===== config.mk =====
export PLATFORM = sky130hd
export DESIGN_NAME = bnf_cmd_queue
export DESIGN_NICKNAME = d
export VERILOG_FILES = /design/src/hdl/bnf_pkg.sv /design/src/hdl/bnf_cmd_queue.sv
export SDC_FILE = /design/constraint.sdc
export NUM_CORES = 1
export LEC_CHECK = 0
export ABC_AREA = 0
export BUFFER_PORTS_ARGS = -buffer_cell sky130_fd_sc_hd__buf_2
export CAP_MARGIN = 10
export CORE_MARGIN = 3
export CORE_UTILIZATION = 50
export CTS_CLUSTER_SIZE = 24
export DETAILED_ROUTE_END_ITERATION = 8
export GPL_TIMING_DRIVEN = 0
export PLACE_DENSITY = 0.77
export SLEW_MARGIN = 20
export SYNTH_ARGS = -nofsm -noshare
export SYNTH_HDL_FRONTEND = slang
export SYNTH_SLANG_ARGS = --single-unit

===== constraint.sdc =====
create_clock -name clk -period 4.54 [get_ports clk]
set_input_delay 0.227 -clock clk [delete_from_list [all_inputs] [get_ports clk]]
set_output_delay 0.227 -clock clk [all_outputs]
set_load 0.01 [all_outputs]

===== src/hdl/bnf_pkg.sv =====
`timescale 1ns / 1ps
// Shared types, constants and helpers for the binary image neighbourhood fetch block.
// Used by every module in hdl/; depends on nothing else.
package bnf_pkg;

    localparam int DEF_ROWS    = 64;
    localparam int DEF_COLS    = 64;
    localparam int COORD_W     = 6;
    localparam int NB_W        = 9;
    localparam int QUEUE_DEPTH = 2;
    localparam int QPTR_W      = (QUEUE_DEPTH > 1) ? $clog2(QUEUE_DEPTH) : 1;
    localparam int QCNT_W      = $clog2(QUEUE_DEPTH + 1);

    // Window row and column counters run 0..2.
    localparam logic [1:0] TAP_LAST = 2'd2;

    localparam logic KIND_PIX = 1'b0;
    localparam logic KIND_NBH = 1'b1;

    typedef enum logic [1:0] {
        OP_WRITE    = 2'd0,
        OP_READ_PIX = 2'd1,
        OP_READ_NBH = 2'd2,
        OP_RSVD     = 2'd3
    } op_t;

    typedef struct packed {
        op_t                operation;
        logic [COORD_W-1:0] row;
        logic [COORD_W-1:0] col;
        logic               pixel_value;
    } req_t;

    typedef struct packed {
        logic            result_kind;
        logic            pixel;
        logic [NB_W-1:0] neighborhood;
        logic            coordinate_error;
    } res_t;

    typedef enum logic [2:0] {
        CMD_WRITE   = 3'd0,
        CMD_PIX     = 3'd1,
        CMD_NBH     = 3'd2,
        CMD_ERR_PIX = 3'd3,
        CMD_ERR_NBH = 3'd4
    } cmd_kind_t;

    typedef struct packed {
        cmd_kind_t          kind;
        logic [COORD_W-1:0] row;
        logic [COORD_W-1:0] col;
        logic               value;
    } cmd_t;

    typedef struct packed {
        logic full;
        logic empty;
    } queue_stat_t;

    typedef enum logic [2:0] {
        ST_CLEAR   = 3'd0,
        ST_IDLE    = 3'd1,
        ST_PIX     = 3'd2,
        ST_GATHER  = 3'd3,
        ST_NB_DONE = 3'd4
    } back_state_t;

    // Only coordinates that the request fields can carry are ever stored.
    function automatic int eff_dim(input int dim);
        return (dim < (1 << COORD_W)) ? dim : (1 << COORD_W);
    endfunction

endpackage


===== src/hdl/bnf_cmd_queue.sv =====
`timescale 1ns / 1ps
// Short command queue between the front end and the memory sequencer.
// Depends on bnf_pkg for the command type and queue depth.
module bnf_cmd_queue (
    input  logic                 clk,
    input  logic                 rst_n,
    input  logic                 push,
    input  bnf_pkg::cmd_t        cmd_in,
    input  logic                 pop,
    output bnf_pkg::cmd_t        head,
    output bnf_pkg::queue_stat_t stat
);

    localparam logic [bnf_pkg::QPTR_W-1:0] LAST_SLOT =
        bnf_pkg::QPTR_W'(bnf_pkg::QUEUE_DEPTH - 1);
    localparam logic [bnf_pkg::QCNT_W-1:0] FULL_COUNT =
        bnf_pkg::QCNT_W'(bnf_pkg::QUEUE_DEPTH);

    bnf_pkg::cmd_t                slot_reg [bnf_pkg::QUEUE_DEPTH];
    logic [bnf_pkg::QPTR_W-1:0]   wr_ptr_reg, wr_ptr_next;
    logic [bnf_pkg::QPTR_W-1:0]   rd_ptr_reg, rd_ptr_next;
    logic [bnf_pkg::QCNT_W-1:0]   count_reg, count_next;
    logic                         do_push;
    logic                         do_pop;

    assign stat.full  = (count_reg == FULL_COUNT);
    assign stat.empty = (count_reg == '0);
    assign do_push    = push && !stat.full;
    assign do_pop     = pop && !stat.empty;
    assign head       = slot_reg[rd_ptr_reg];

    always_comb
    begin
        wr_ptr_next = wr_ptr_reg;
        rd_ptr_next = rd_ptr_reg;
        count_next  = count_reg;
        if (do_push)
        begin
            wr_ptr_next = (wr_ptr_reg == LAST_SLOT) ? '0 : wr_ptr_reg + 1'b1;
        end
        if (do_pop)
        begin
            rd_ptr_next = (rd_ptr_reg == LAST_SLOT) ? '0 : rd_ptr_reg + 1'b1;
        end
        if (do_push && !do_pop)
        begin
            count_next = count_reg + 1'b1;
        end
        else if (do_pop && !do_push)
        begin
            count_next = count_reg - 1'b1;
        end
    end

    always_ff @(posedge clk or negedge rst_n)
    begin
        if (!rst_n)
        begin
            wr_ptr_reg <= '0;
            rd_ptr_reg <= '0;
            count_reg  <= '0;
        end
        else
        begin
            wr_ptr_reg <= wr_ptr_next;
            rd_ptr_reg <= rd_ptr_next;
            count_reg  <= count_next;
        end
    end

    always_ff @(posedge clk)
    begin
        if (do_push)
        begin
            slot_reg[wr_ptr_reg] <= cmd_in;
        end
    end

endmodule


==> results.yml <==
run_status:
  status: "finished clean"
detailed_routing:
  num_vias: 723
  totalWireLength_mm: 2.03
  wl_per_cell_microns: 14.0
  drt.antenna.violating_nets: 0
  viasPerCell: 4.99
  drtPass1Iterations: 4
  first_iter_violations: 16
  drc: 0
cts:
  cts_made_buffers: 5
  root_buffer: "clkbuf_4"
  post_cts_buffers: 0
  cts_tree: "done"
  ctsLongestPathBuffers: 2
  cts_hold_buf: 1
  ctsResizeCount: 0
  clkTransAtPathRegs_ps: 100
  clock_latency_ps: 330
  cts_sinks: 36
  cts_max_level: 2
floorplan:
  core_sq_um: 2570
  die_area_sq_um: 3480
  die_w_microns: 59.0
  initial_core_util: 0.546
  ios: 38
  die_h_microns: 59.0
  rows: 18
logic_synthesis:
  ys_ff_latch: 36
  synth_cell_types: 15
  ys_seq_area_frac: 0.756
  syn-cell-area_sq_um: 1400
  synth_warnings: 0
  syn_avg_cell_area_sq_um: 20.3
  syn-num-nets: 90
  synth_cells: 69
setup_path:
  r2r-end: "slot_reg[0][0]"
  crit_type: "reg2reg"
  rrSetupSlack_ps: 2840
  critical-path-max-stage-delay_ps: 620
  cp_max_fo: 16
  critPathSlowestCell: "nor2_2"
  r2r_start: "count_reg[0]"
  path_buf_inv: 0
  required_ps: 4500
  critPathArrivalTime_ps: 1650
  end_kind: "flip-flop"
  crit_path_start_kind: "flip-flop"
  reg2reg_depth: 3
  cp_cell_sequence: "nand2b_1 > nand2_1 > nor2_2"
  path_delay_family: "simple AND/OR/NAND/NOR gates"
global_routing:
  grt_overflow: 0
  track_usage: 0.137
  antenna_found_initial: 0
  grt_pass1_vias: 758
  grt_pass1_wl_mm: 3.31
  grt_max_degree: 17
power_and_ir_drop:
  p_leak_uw: 0.000695
  p_switching_uw: 305
  p_clk_frac: 0.148
  peakVddDrop_mv: 0.417
  power_frac_seq: 0.479
  p_int_uw: 720
  combPwrFrac: 0.373
  cellPowerDensity_nw_per_um2: 607
  p_sw_frac: 0.297
placement:
  dp_hpwl_mm: 1.48
  gp_congestion: 0.629
  place_inst: 136
  port_buffers: 37
layout:
  drive_gt1_frac: 0.530
  final_cells: 145
  largest_register_ffs: 32
  fin_nets: 135
  antenna_cells: 0
  syn_to_final_growth_pct: 20.2
flow_run:
  cap_violations: 0
worst_hold_path:
  hold_start: "cmd_in[9]"
  min_to: "slot_reg[1][9]"
  hold_path_depth: 1
  worstHoldPathType: "in2reg"
timing:
  period_needed_ps: 1700
  skew_ps: 9.68
  tns_ps: 0
  finalCritPeriodShare: 0.373
  slew_headroom: 0.481
  setup-violations-final: 0
  rsz0062_at_grt: "false"
  tightestPinTransition_ps: 778
  final_hold_viol_count: 0
  fmax_mhz: 590
  drv_slew: 0
[cells by family (layout without fill, tap and decap cells)]
group,after synthesis,count (layout),share of synthesized area
AO/OA/AOI/OAI,1,1,0.00356
XOR/XNOR,5,5,0.0312
adder cells (fa/ha/maj),1,1,0.00892
buffers and inverters,4,50,0.0277
flip-flops,36,36,0.756
multiplexers,16,16,0.153
AND/OR/NAND/NOR,6,6,0.0196
[worst max path at each step]
| stage | from | end | cells past startpoint | slack (ps) |
|---|---|---|---|---|
| 3_3_place_gp | count_reg[0] | slot_reg[0][10] | 3 | 2440 |
| 5_1_grt | count_reg[0] | slot_reg[0][1] | 3 | 2660 |
| 6_report | count_reg[0] | slot_reg[0][0] | 3 | 2840 |
| 3_5_place_dp | count_reg[0] | slot_reg[0][14] | 3 | 2810 |
| 2_1_floorplan | count_reg[0] | slot_reg[0][0] | 3 | 2810 |
| 4_1_cts | count_reg[0] | slot_reg[0][7] | 3 | 2800 |
[through the flow]
stage | worst slack, ps | power, uW | util | hold WS [ps] | instance area, sq um
6_report | 2840 | 1020 | 0.657 | 85.5 | 1690
5_1_grt | 2660 | 1090 | 0.657 | 59.0 | 1690
4_1_cts | 2800 | 1040 | 0.657 | 72.1 | 1690
3_5_place_dp | 2810 | 890 | 0.634 | 40.2 | 1630
3_3_place_gp | 2440 | 877 | 0.633 | 35.2 | 1630
2_1_floorplan | 2810 | 771 | - | -68.6 | 1400
[layout make-up]
class	count	area, sq um
buffer	2	31.3
inverter	2	7.51
tap	30	37.5
clock inverter	1	3.75
fill	203	881
multi-input combinational	29	305
sequential	36	1060
clock buffer	7	45.0
timing repair buffer	38	195
[metal layers]
| layer | track usage | vias to the layer above | wire [microns] |
|---|---|---|---|
| met1 | 0.156 | 348 | 819 |
| met4 | 0.0874 | 0 | 44 |
| met5 | 0 | - | 0 |
| met2 | 0.221 | 20 | 1050 |
| li1 | - | 350 | - |
| met3 | 0.0461 | 5 | 115 |
[synth_stat cells]
library cell  instances  area, sq um
mux2_2                7         78.8
and3_1                1         6.26
o21ai_1               1         5.00
dfrtp_1               4          100
buf_6                 1         11.3
buf_12                1         20.0
xor2_1                2         17.5
xnor2_1               3         26.3
mux2_4                9          135
nand2b_1              1         6.26
ha_1                  1         12.5
edfxtp_1             32          961
nor2_1                3         11.3
nand2_1               1         3.75
inv_1                 2         7.51
[power by group through the flow]
stage	combinational (uW)	sequential [uW]	clock, uW
floorplan	281	489	0
global placement	384	493	0
detailed placement	390	500	0
CTS	392	492	157
global route	417	502	175
finish	382	491	152
[layout by cell type, fill, tap and decap left out, drive strengths merged]
master / n
nand2: 1
inv: 2
clkinv: 1
xor2: 2
dlygate4sd3: 1
edfxtp: 32
ha: 1
and3: 1
clkbuf: 7
nor2: 3
buf: 39
o21ai: 1
nand2b: 1
xnor2: 3
dfrtp: 4
mux2: 16
No activity file was read; power rests on OpenSTA's default activity.
